==> src/phase_current_offset_calibrate_assert.svh <==
// Assertion macros shared by the current-sense offset calibration modules.
// Every macro samples on clk and is switched off while rst_n is low.
`ifndef PHASE_CURRENT_OFFSET_CALIBRATE_ASSERT_SVH
`define PHASE_CURRENT_OFFSET_CALIBRATE_ASSERT_SVH

// The consequent holds in the same cycle as the antecedent.
`define PCOC_ASSERT_IMP(label, ante, cons) \
  label: assert property (@(posedge clk) disable iff (!rst_n) (ante) |-> (cons)) \
    else $error("assertion failed");

// The consequent holds in the cycle after the antecedent.
`define PCOC_ASSERT_NEXT(label, ante, cons) \
  label: assert property (@(posedge clk) disable iff (!rst_n) (ante) |=> (cons)) \
    else $error("assertion failed");

`endif

==> src/pcoc_pkg.sv <==
package pcoc_pkg;

  // Request opcodes.
  localparam logic OP_START  = 1'b0;
  localparam logic OP_SAMPLE = 1'b1;

  // Configuration register indexes.
  localparam int CFG_ADDR_W = 2;
  localparam int CFG_DATA_W = 16;
  localparam logic [CFG_ADDR_W-1:0] REG_PHASE_PAIR = 2'd0;
  localparam logic [CFG_ADDR_W-1:0] REG_MIDSCALE   = 2'd1;
  localparam logic [CFG_ADDR_W-1:0] REG_TOLERANCE  = 2'd2;
  localparam logic [CFG_ADDR_W-1:0] REG_GAIN       = 2'd3;

  // Measured phase pairs.
  localparam logic [1:0] PAIR_AB = 2'd0;
  localparam logic [1:0] PAIR_AC = 2'd1;
  localparam logic [1:0] PAIR_BC = 2'd2;

  localparam int CODE_W     = 12;
  localparam int GAIN_W     = 16;
  localparam int GAIN_SHIFT = 12;
  localparam int CUR_W      = 16;
  localparam int SAT_IN_W   = 24;

  localparam logic [1:0]              PAIR_RST     = PAIR_AB;
  localparam logic [CODE_W-1:0]       MIDSCALE_RST = 12'd2048;
  localparam logic [CODE_W-1:0]       TOL_RST      = 12'd200;
  localparam logic signed [GAIN_W-1:0] GAIN_RST    = 16'sd4096;

  typedef enum logic [1:0] {
    KIND_CAL,
    KIND_CLOSE,
    KIND_NORMAL
  } item_kind_t;

  typedef struct packed {
    logic       valid;
    item_kind_t kind;
    logic       fault;
  } stage_ctl_t;

  localparam logic signed [SAT_IN_W-1:0] CUR_MAX = SAT_IN_W'(32767);
  localparam logic signed [SAT_IN_W-1:0] CUR_MIN = SAT_IN_W'(-32768);

  function automatic logic signed [CUR_W-1:0] sat_cur(input logic signed [SAT_IN_W-1:0] v);
    logic signed [CUR_W-1:0] r;
    if (v > CUR_MAX) begin
      r = CUR_MAX[CUR_W-1:0];
    end else if (v < CUR_MIN) begin
      r = CUR_MIN[CUR_W-1:0];
    end else begin
      r = v[CUR_W-1:0];
    end
    return r;
  endfunction

endpackage

==> src/pcoc_cal.sv <==
`include "phase_current_offset_calibrate_assert.svh"

module pcoc_cal #(
  parameter int ADC_BITS   = 12,
  parameter int AVG_SHIFT  = 7,
  parameter int SKIP_COUNT = 16
) (
  input  logic                                clk,
  input  logic                                rst_n,
  input  logic                                in_tvalid,
  output logic                                in_tready,
  input  logic                                in_op,
  input  logic [ADC_BITS-1:0]                 in_sample_first,
  input  logic [ADC_BITS-1:0]                 in_sample_second,
  input  logic [pcoc_pkg::CODE_W-1:0]         midscale,
  input  logic [pcoc_pkg::CODE_W-1:0]         tolerance,
  input  logic                                s1_take,
  output pcoc_pkg::stage_ctl_t                ctl1,
  output logic signed [ADC_BITS:0]            diff_first,
  output logic signed [ADC_BITS:0]            diff_second
);
  import pcoc_pkg::*;

  localparam int ACC_W  = ADC_BITS + AVG_SHIFT;
  localparam int SKIP_W = (SKIP_COUNT > 0) ? $clog2(SKIP_COUNT + 1) : 1;
  localparam int CNT_W  = AVG_SHIFT + 1;
  localparam int DIFF_W = ADC_BITS + 1;
  localparam int CMP_W  = ACC_W + 2;
  localparam logic [SKIP_W-1:0] SKIP_INIT  = SKIP_W'(SKIP_COUNT);
  localparam logic [CNT_W-1:0]  CNT_INIT   = {1'b1, {AVG_SHIFT{1'b0}}};
  localparam logic [ACC_W-1:0]  ROUND_HALF = ACC_W'(2 ** (AVG_SHIFT - 1));
  localparam logic [ACC_W-1:0]  OFFSET_RST = ACC_W'(2 ** (ADC_BITS - 1));

  logic              busy_r, busy_nxt;
  logic [SKIP_W-1:0] skip_r, skip_nxt;
  logic [CNT_W-1:0]  cnt_r, cnt_nxt;
  logic [ACC_W-1:0]  off1_r, off1_nxt;
  logic [ACC_W-1:0]  off2_r, off2_nxt;
  stage_ctl_t        ctl1_r;
  item_kind_t        kind_nxt;
  logic              fault_nxt;
  logic signed [DIFF_W-1:0] d1_r, d2_r, d1_nxt, d2_nxt;
  logic [ACC_W-1:0]  sum1, sum2, rnd1, rnd2;
  logic              accept;
  logic              start_acc;
  logic              fault_now;

  function automatic logic out_of_range(input logic [ACC_W-1:0] off,
                                        input logic [CODE_W-1:0] mid,
                                        input logic [CODE_W-1:0] tol);
    logic signed [CMP_W-1:0] o, hi, lo;
    o  = signed'({2'b00, off});
    hi = signed'(CMP_W'(mid)) + signed'(CMP_W'(tol));
    lo = signed'(CMP_W'(mid)) - signed'(CMP_W'(tol));
    return (o > hi) || (o < lo);
  endfunction

  assign in_tready = !ctl1_r.valid || s1_take;
  assign accept    = in_tvalid && in_tready;
  assign start_acc = accept && (in_op == OP_START);

  assign sum1 = off1_r + ACC_W'(in_sample_first);
  assign sum2 = off2_r + ACC_W'(in_sample_second);
  assign rnd1 = (sum1 + ROUND_HALF) >> AVG_SHIFT;
  assign rnd2 = (sum2 + ROUND_HALF) >> AVG_SHIFT;

  assign fault_now = out_of_range(off1_r, midscale, tolerance) ||
                     out_of_range(off2_r, midscale, tolerance);

  assign d1_nxt = signed'({1'b0, in_sample_first}) - signed'({1'b0, off1_r[ADC_BITS-1:0]});
  assign d2_nxt = signed'({1'b0, in_sample_second}) - signed'({1'b0, off2_r[ADC_BITS-1:0]});

  always_comb begin
    busy_nxt  = busy_r;
    skip_nxt  = skip_r;
    cnt_nxt   = cnt_r;
    off1_nxt  = off1_r;
    off2_nxt  = off2_r;
    kind_nxt  = KIND_CAL;
    fault_nxt = 1'b0;
    priority if (in_op == OP_START) begin
      off1_nxt = '0;
      off2_nxt = '0;
      cnt_nxt  = CNT_INIT;
      skip_nxt = SKIP_INIT;
      busy_nxt = 1'b1;
    end else if (busy_r && (skip_r != '0)) begin
      skip_nxt = skip_r - 1'b1;
    end else if (busy_r && (cnt_r != '0)) begin
      cnt_nxt = cnt_r - 1'b1;
      // The last pair of the window turns the sums into rounded averages.
      if (cnt_r == CNT_W'(1)) begin
        off1_nxt = rnd1;
        off2_nxt = rnd2;
      end else begin
        off1_nxt = sum1;
        off2_nxt = sum2;
      end
    end else if (busy_r) begin
      busy_nxt  = 1'b0;
      kind_nxt  = KIND_CLOSE;
      fault_nxt = fault_now;
    end else begin
      kind_nxt  = KIND_NORMAL;
      fault_nxt = fault_now;
    end
  end

  always_ff @(posedge clk) begin
    if (!rst_n) begin
      busy_r       <= 1'b0;
      skip_r       <= '0;
      cnt_r        <= '0;
      off1_r       <= OFFSET_RST;
      off2_r       <= OFFSET_RST;
      ctl1_r.valid <= 1'b0;
    end else begin
      if (accept) begin
        busy_r       <= busy_nxt;
        skip_r       <= skip_nxt;
        cnt_r        <= cnt_nxt;
        off1_r       <= off1_nxt;
        off2_r       <= off2_nxt;
        ctl1_r.kind  <= kind_nxt;
        ctl1_r.fault <= fault_nxt;
      end
      if (in_tready) begin
        ctl1_r.valid <= in_tvalid;
      end
    end
  end

  always_ff @(posedge clk) begin
    if (accept) begin
      d1_r <= d1_nxt;
      d2_r <= d2_nxt;
    end
  end

  assign ctl1        = ctl1_r;
  assign diff_first  = d1_r;
  assign diff_second = d2_r;

  `PCOC_ASSERT_IMP(a_idle_counters_clear, !busy_r, (skip_r == '0) && (cnt_r == '0))
  `PCOC_ASSERT_NEXT(a_start_loads, start_acc, busy_r && (skip_r == SKIP_INIT) && (cnt_r == CNT_INIT))
  `PCOC_ASSERT_IMP(a_skip_before_sum, busy_r && (skip_r != '0), cnt_r == CNT_INIT)

endmodule

==> src/pcoc_conv.sv <==
`include "phase_current_offset_calibrate_assert.svh"

module pcoc_conv #(
  parameter int ADC_BITS = 12
) (
  input  logic                                clk,
  input  logic                                rst_n,
  input  pcoc_pkg::stage_ctl_t                ctl1,
  input  logic signed [ADC_BITS:0]            diff_first,
  input  logic signed [ADC_BITS:0]            diff_second,
  input  logic signed [pcoc_pkg::GAIN_W-1:0]  gain,
  input  logic [1:0]                          phase_pair,
  output logic                                s1_take,
  output logic                                out_tvalid,
  input  logic                                out_tready,
  output logic                                calibrating,
  output logic                                currents_valid,
  output logic                                offset_fault,
  output logic signed [pcoc_pkg::CUR_W-1:0]   current_a,
  output logic signed [pcoc_pkg::CUR_W-1:0]   current_b,
  output logic signed [pcoc_pkg::CUR_W-1:0]   current_c
);
  import pcoc_pkg::*;

  localparam int PROD_W = ADC_BITS + 1 + GAIN_W;
  localparam int SH_W   = PROD_W - GAIN_SHIFT;
  localparam int SUM_W  = SH_W + 2;

  stage_ctl_t               ctl2_r;
  logic signed [PROD_W-1:0] p1_r, p2_r, p1_nxt, p2_nxt;
  logic signed [SH_W-1:0]   c1, c2;
  logic signed [SUM_W-1:0]  c3;
  logic signed [CUR_W-1:0]  s1, s2, s3;
  logic signed [CUR_W-1:0]  ia_nxt, ib_nxt, ic_nxt;
  logic                     en3;
  logic                     out_valid_r;
  logic                     cal_r, cv_r, fault_r;
  logic signed [CUR_W-1:0]  ia_r, ib_r, ic_r;

  assign en3     = !out_valid_r || out_tready;
  assign s1_take = !ctl2_r.valid || en3;

  assign p1_nxt = PROD_W'(diff_first) * PROD_W'(gain);
  assign p2_nxt = PROD_W'(diff_second) * PROD_W'(gain);

  // Floor shift of the products; the third phase is the negated sum.
  assign c1 = SH_W'(p1_r >>> GAIN_SHIFT);
  assign c2 = SH_W'(p2_r >>> GAIN_SHIFT);
  assign c3 = -(SUM_W'(c1) + SUM_W'(c2));

  assign s1 = sat_cur(SAT_IN_W'(c1));
  assign s2 = sat_cur(SAT_IN_W'(c2));
  assign s3 = sat_cur(SAT_IN_W'(c3));

  always_comb begin
    ia_nxt = '0;
    ib_nxt = '0;
    ic_nxt = '0;
    if (ctl2_r.kind == KIND_NORMAL) begin
      unique case (phase_pair)
        PAIR_AB: begin
          ia_nxt = s1;
          ib_nxt = s2;
          ic_nxt = s3;
        end
        PAIR_AC: begin
          ia_nxt = s1;
          ic_nxt = s2;
          ib_nxt = s3;
        end
        default: begin
          ib_nxt = s1;
          ic_nxt = s2;
          ia_nxt = s3;
        end
      endcase
    end
  end

  always_ff @(posedge clk) begin
    if (!rst_n) begin
      ctl2_r.valid <= 1'b0;
      out_valid_r  <= 1'b0;
    end else begin
      if (s1_take) begin
        ctl2_r.valid <= ctl1.valid;
      end
      if (s1_take && ctl1.valid) begin
        ctl2_r.kind  <= ctl1.kind;
        ctl2_r.fault <= ctl1.fault;
      end
      if (en3) begin
        out_valid_r <= ctl2_r.valid;
      end
    end
  end

  always_ff @(posedge clk) begin
    if (s1_take && ctl1.valid) begin
      p1_r <= p1_nxt;
      p2_r <= p2_nxt;
    end
    if (en3 && ctl2_r.valid) begin
      cal_r   <= (ctl2_r.kind == KIND_CAL);
      cv_r    <= (ctl2_r.kind == KIND_NORMAL);
      fault_r <= ctl2_r.fault;
      ia_r    <= ia_nxt;
      ib_r    <= ib_nxt;
      ic_r    <= ic_nxt;
    end
  end

  assign out_tvalid     = out_valid_r;
  assign calibrating    = cal_r;
  assign currents_valid = cv_r;
  assign offset_fault   = fault_r;
  assign current_a      = ia_r;
  assign current_b      = ib_r;
  assign current_c      = ic_r;

  `PCOC_ASSERT_IMP(a_flags_exclusive, out_valid_r, $onehot0({cal_r, cv_r}))
  `PCOC_ASSERT_IMP(a_no_fault_while_cal, out_valid_r && cal_r, !fault_r)

endmodule

==> src/phase_current_offset_calibrate.sv <==
// Two-phase current sense conversion with ADC offset calibration.
// Input channel in_*: one request per accepted beat. in_tuser is the opcode
// (start calibration or sample pair), in_tdata carries both ADC codes.
// Output channel out_*: exactly one result per request, in request order.
// out_tuser flags calibrating, currents_valid and offset_fault; out_tdata
// holds the three saturated phase currents.
// Configuration port cfg_*: a write lands on the edge where cfg_wr_en is
// high; registers are phase_pair, midscale, tolerance and gain.
// A request passes an input stage that updates the calibration counters and
// offsets, a multiply stage, and a saturate and phase-routing stage ending in
// the output register, which drives out_tvalid.
// Throughput is one request per cycle while out_tready is high.
// Synchronous reset clears the pipeline, restores the offsets to midscale
// and ends any calibration in progress. When out_tready is low the output
// register holds its result and the stages behind it keep filling until
// all three are occupied; only then does in_tready drop.
module phase_current_offset_calibrate #(
  parameter int ADC_BITS   = 12,
  parameter int AVG_SHIFT  = 7,
  parameter int SKIP_COUNT = 16
) (
  input  logic                                  clk,
  input  logic                                  rst_n,
  input  logic                                  in_tvalid,
  output logic                                  in_tready,
  // [0] op
  input  logic                                  in_tuser,
  // [ADC_BITS-1:0] sample_first, [2*ADC_BITS-1:ADC_BITS] sample_second
  input  logic [((2*ADC_BITS+7)/8)*8-1:0]       in_tdata,
  output logic                                  out_tvalid,
  input  logic                                  out_tready,
  // [0] calibrating, [1] currents_valid, [2] offset_fault
  output logic [2:0]                            out_tuser,
  // [15:0] current_a, [31:16] current_b, [47:32] current_c
  output logic [47:0]                           out_tdata,
  input  logic                                  cfg_wr_en,
  input  logic [pcoc_pkg::CFG_ADDR_W-1:0]       cfg_addr,
  input  logic [pcoc_pkg::CFG_DATA_W-1:0]       cfg_wdata
);
  import pcoc_pkg::*;

  logic [1:0]               phase_pair_r;
  logic [CODE_W-1:0]        midscale_r;
  logic [CODE_W-1:0]        tolerance_r;
  logic signed [GAIN_W-1:0] gain_r;

  stage_ctl_t               ctl1;
  logic signed [ADC_BITS:0] diff_first, diff_second;
  logic                     s1_take;
  logic                     calibrating, currents_valid, offset_fault;
  logic signed [CUR_W-1:0]  current_a, current_b, current_c;

  always_ff @(posedge clk) begin
    if (!rst_n) begin
      phase_pair_r <= PAIR_RST;
      midscale_r   <= MIDSCALE_RST;
      tolerance_r  <= TOL_RST;
      gain_r       <= GAIN_RST;
    end else if (cfg_wr_en) begin
      unique case (cfg_addr)
        REG_PHASE_PAIR: phase_pair_r <= cfg_wdata[1:0];
        REG_MIDSCALE:   midscale_r   <= cfg_wdata[CODE_W-1:0];
        REG_TOLERANCE:  tolerance_r  <= cfg_wdata[CODE_W-1:0];
        REG_GAIN:       gain_r       <= signed'(cfg_wdata[GAIN_W-1:0]);
        default:        ;
      endcase
    end
  end

  pcoc_cal #(
    .ADC_BITS   (ADC_BITS),
    .AVG_SHIFT  (AVG_SHIFT),
    .SKIP_COUNT (SKIP_COUNT)
  ) u_cal (
    .clk              (clk),
    .rst_n            (rst_n),
    .in_tvalid        (in_tvalid),
    .in_tready        (in_tready),
    .in_op            (in_tuser),
    .in_sample_first  (in_tdata[ADC_BITS-1:0]),
    .in_sample_second (in_tdata[2*ADC_BITS-1:ADC_BITS]),
    .midscale         (midscale_r),
    .tolerance        (tolerance_r),
    .s1_take          (s1_take),
    .ctl1             (ctl1),
    .diff_first       (diff_first),
    .diff_second      (diff_second)
  );

  pcoc_conv #(
    .ADC_BITS (ADC_BITS)
  ) u_conv (
    .clk            (clk),
    .rst_n          (rst_n),
    .ctl1           (ctl1),
    .diff_first     (diff_first),
    .diff_second    (diff_second),
    .gain           (gain_r),
    .phase_pair     (phase_pair_r),
    .s1_take        (s1_take),
    .out_tvalid     (out_tvalid),
    .out_tready     (out_tready),
    .calibrating    (calibrating),
    .currents_valid (currents_valid),
    .offset_fault   (offset_fault),
    .current_a      (current_a),
    .current_b      (current_b),
    .current_c      (current_c)
  );

  assign out_tuser = {offset_fault, currents_valid, calibrating};
  assign out_tdata = {current_c, current_b, current_a};

endmodule

==> config.mk <==
export PLATFORM = sky130hd
export DESIGN_NAME = phase_current_offset_calibrate
export DESIGN_NICKNAME = d
export VERILOG_FILES = /design/src/pcoc_pkg.sv /design/src/pcoc_cal.sv /design/src/pcoc_conv.sv /design/src/phase_current_offset_calibrate.sv
export VERILOG_INCLUDE_DIRS = /design/src /design/src/src
export SDC_FILE = /design/constraint.sdc
export NUM_CORES = 2
export LEC_CHECK = 0
export BUFFER_PORTS_ARGS = -buffer_cell sky130_fd_sc_hd__buf_2
export CAP_MARGIN = 30
export CORE_MARGIN = 8
export CORE_UTILIZATION = 55
export CTS_BUF_LIST = sky130_fd_sc_hd__clkbuf_8
export DETAILED_ROUTE_END_ITERATION = 10
export GPL_TIMING_DRIVEN = 0
export HOLD_SLACK_MARGIN = 0.15
export PLACE_DENSITY = 0.83
export SYNTH_ARGS = -nofsm -noshare
export SYNTH_HDL_FRONTEND = slang
export SYNTH_HIERARCHICAL = 1
export SYNTH_SLANG_ARGS = --single-unit
==> constraint.sdc <==
create_clock -name clk -period 10.2 [get_ports clk]
set_input_delay 2.04 -clock clk [delete_from_list [all_inputs] [get_ports clk]]
set_output_delay 2.04 -clock clk [all_outputs]
set_load 0.005 [all_outputs]
==> reports/results.ini <==
[outcome]
outcome=finished clean

[clock_tree]
cts_made_buffers=38
cts_resized=0
cts.path.max_buffers=3
cts_tree=done
cts.sinks=214
clk_pin_slew_worst_paths_ps=60
cts_max_level=2
postCtsHoldBufs=0
clk_latency_ps=590
cts_setup_buffers=0
cts_root_buf=clkbuf_8

[yosys]
async_flop_share=0
synth.most_common_cell=inv_1
synthTopCellsByCount=512 x inv_1, 395 x fa_1, 351 x nand2_1
yosysTopAreaCellShare=0.265
synth_cell_types=102
syn_avg_cell_area_um2=9.21
syn-num-nets=3976
yosysTopAreaCell=fa_1
ys_warn_count=6
synth_area_mm2=0.0298
syn_inst=3235
seq_area_frac_synth=0.183
ys_ff_latch=214
synth_edf_count=117
synth.area.top_cells=fa_1 27%, ha_1 13%, edfxtp_1 12%
synth-main-ff-cell=edfxtp_1

[timing]
slew_headroom=0.316
fin_crit_sh=0.751
finalSetupTns_ps=0
rsz0062_at_grt=no
tightest_slew_ps=999
maxSlewViolCount=0
fin_skew_ps=41.0
setup_viol=0
finalHoldViolCount=0
period_needed_ps=7660
max_freq_mhz=131

[floorplan]
dieArea_mm2=0.0619
die_y_um=249
fp.dieW_um=249
io_pins=101
start_util=0.555
core-area_mm2=0.0537
rows=85

[layout]
synthToLayoutAreaGrowth_pct=7.56
diodes=0
fin_nets=4118
drive_gt1_frac=0.0755

[setup_path]
slowest_delay_ps=690
worstPathCellList=clkbuf_1 > nand2_1 > fa_1 > inv_1 > fa_1 > fa_1 > fa_1 > fa_1 > ha_1 > ha_1 > a2111oi_2 > o2111a_1 > nor3_1 > or4_1 > a311oi_1 > o21bai_1 > a21oi_1 > xnor2_1
critPathLaunchType=register
worst-path-max-fanout=10
cpMostUsedCell=fa_1
critical-path-slowest-cell=clkbuf_1
end_kind=register
crit_family=adder cells
critPathKind=register to register
required_ps=10520
rrSetupSlack_ps=2540
critPathBufInv=2
arrival_ps=7980

[grt]
grt_pass1_vias=24596
overflow=0
grt_max_degree=38
grt_pass1_wl_um=128000
grt_usage=0.254
grt_antenna_before_repair=1

[power]
leakage_nw=15.2
vdd_drop_max_mv=0.216
fin_total_pwr_w=0.00541
p_per_area_mw_per_mm2=169

[placed_design]
place.port_buffers=99
gp_congestion=0.994
place_hpwl_um=65000

[route]
drt_first_pass_iters=6
wl_per_cell_um=19.3
via_per_inst=5.77
drc_errors=0
first_iter_violations=1823
route.vias.total=23671
ant_nets=0
wl_um=79300

[run]
drv_cap=0

[min_path]
hold_path.class=register to register

## state kept, by name, summed over array words and instances, names as in the netlist, 12 cells and up
signal / count
tolerance_r: 12
u_conv/p1_r: 17
u_conv/current_a: 16
u_cal/off2_r: 19
u_cal/off1_r: 19
gain_r: 16
u_cal/diff_first: 13
u_conv/current_c: 16
u_cal/diff_second: 13
u_conv/p2_r: 17
midscale_r: 12
u_conv/current_b: 16
## metrics by stage
step,cell area [um^2],cells,hold slack [ps],utilization,setup WS [ps]
floorplan,29800,3235,400,-,3940
global placement,31200,4030,410,0.580,2720
detailed placement,31200,4033,407,0.582,2650
CTS,32100,4102,421,0.597,2650
global route,32100,4102,427,0.597,2260
finish,32100,4102,419,0.597,2540
## cell usage in the layout (no fill, tap or decap), types with 8 or more instances in the layout
cell type	count
a221oi_1	12
buf_2	124
a21boi_0	12
nand3_1	31
or3_1	13
a21o_1	31
dfxtp_1	97
buf_4	8
nor2_1	190
a211oi_1	13
xor2_1	37
o211ai_1	18
clkbuf_8	46
buf_6	9
and2_1	185
o21ai_0	92
clkbuf_1	98
a31oi_1	11
nor3_1	44
a211o_1	9
edfxtp_1	117
mux2i_1	40
a2111oi_0	12
maj3_1	19
nand4_1	19
inv_1	518
xnor2_1	110
a21oi_1	138
o22ai_1	15
and3_1	18
nand2_1	351
a22oi_1	12
ha_1	298
nor2b_1	32
fa_1	395
nand2b_1	29
o21a_1	19
## layer usage
metal,up-vias,global-route usage,wire length [um]
met4,2,0.147,5020
li1,10871,-,-
met2,1051,0.435,38100
met1,11432,0.298,30100
met5,-,0,13
met3,315,0.0476,6090
## final cells by class
type                       count  area (um^2)
buffer                       140          652
clock buffer                  46          633
clock inverter                23          189
fill                        4467        21600
inverter                     516         1940
multi-input combinational   2365        21800
sequential                   214         5460
tap                          696          871
timing repair buffer         102          551
## power by group
group          leakage [nW]  total (W)  internal (W)  switching [W]
Clock                 0.443   0.000860      0.000488       0.000372
Combinational          12.9    0.00331       0.00131        0.00200
Sequential             1.90    0.00124       0.00112       0.000119
## worst reg2reg max path: stages (launching register included)
cell,delay [ps]
dfxtp_1,590
clkbuf_1,690
nand2_1,180
fa_1,570
inv_1,50
fa_1,460
fa_1,510
fa_1,520
fa_1,480
ha_1,310
ha_1,400
a2111oi_2,670
o2111a_1,460
nor3_1,140
or4_1,520
a311oi_1,390
o21bai_1,160
a21oi_1,200
xnor2_1,90
## path summary, 6_finish.rpt
check	depth (start not counted)	endpoint	from
max reg2reg	18	u_conv/p1_r[28]$_DFFE_PP_	gain_r[5]$_SDFFE_PN0P_
max	18	u_conv/p1_r[28]$_DFFE_PP_	gain_r[5]$_SDFFE_PN0P_
min	0	u_conv/offset_fault$_DFFE_PP_	u_conv/ctl2_r[0]$_DFFE_PP_
min reg2reg	0	u_conv/offset_fault$_DFFE_PP_	u_conv/ctl2_r[0]$_DFFE_PP_
## kinds of logic after synthesis
logic type,count (synthesis),share of synthesized area
AND/OR/NAND/NOR,969,0.161
adder cells (fa/ha/maj),713,0.397
buffers and inverters,656,0.0868
AO/OA/AOI/OAI,495,0.115
flip-flops,214,0.183
XOR/XNOR,147,0.0432
multiplexers,41,0.0138
Note: power is estimated with default switching activity, not from simulation.
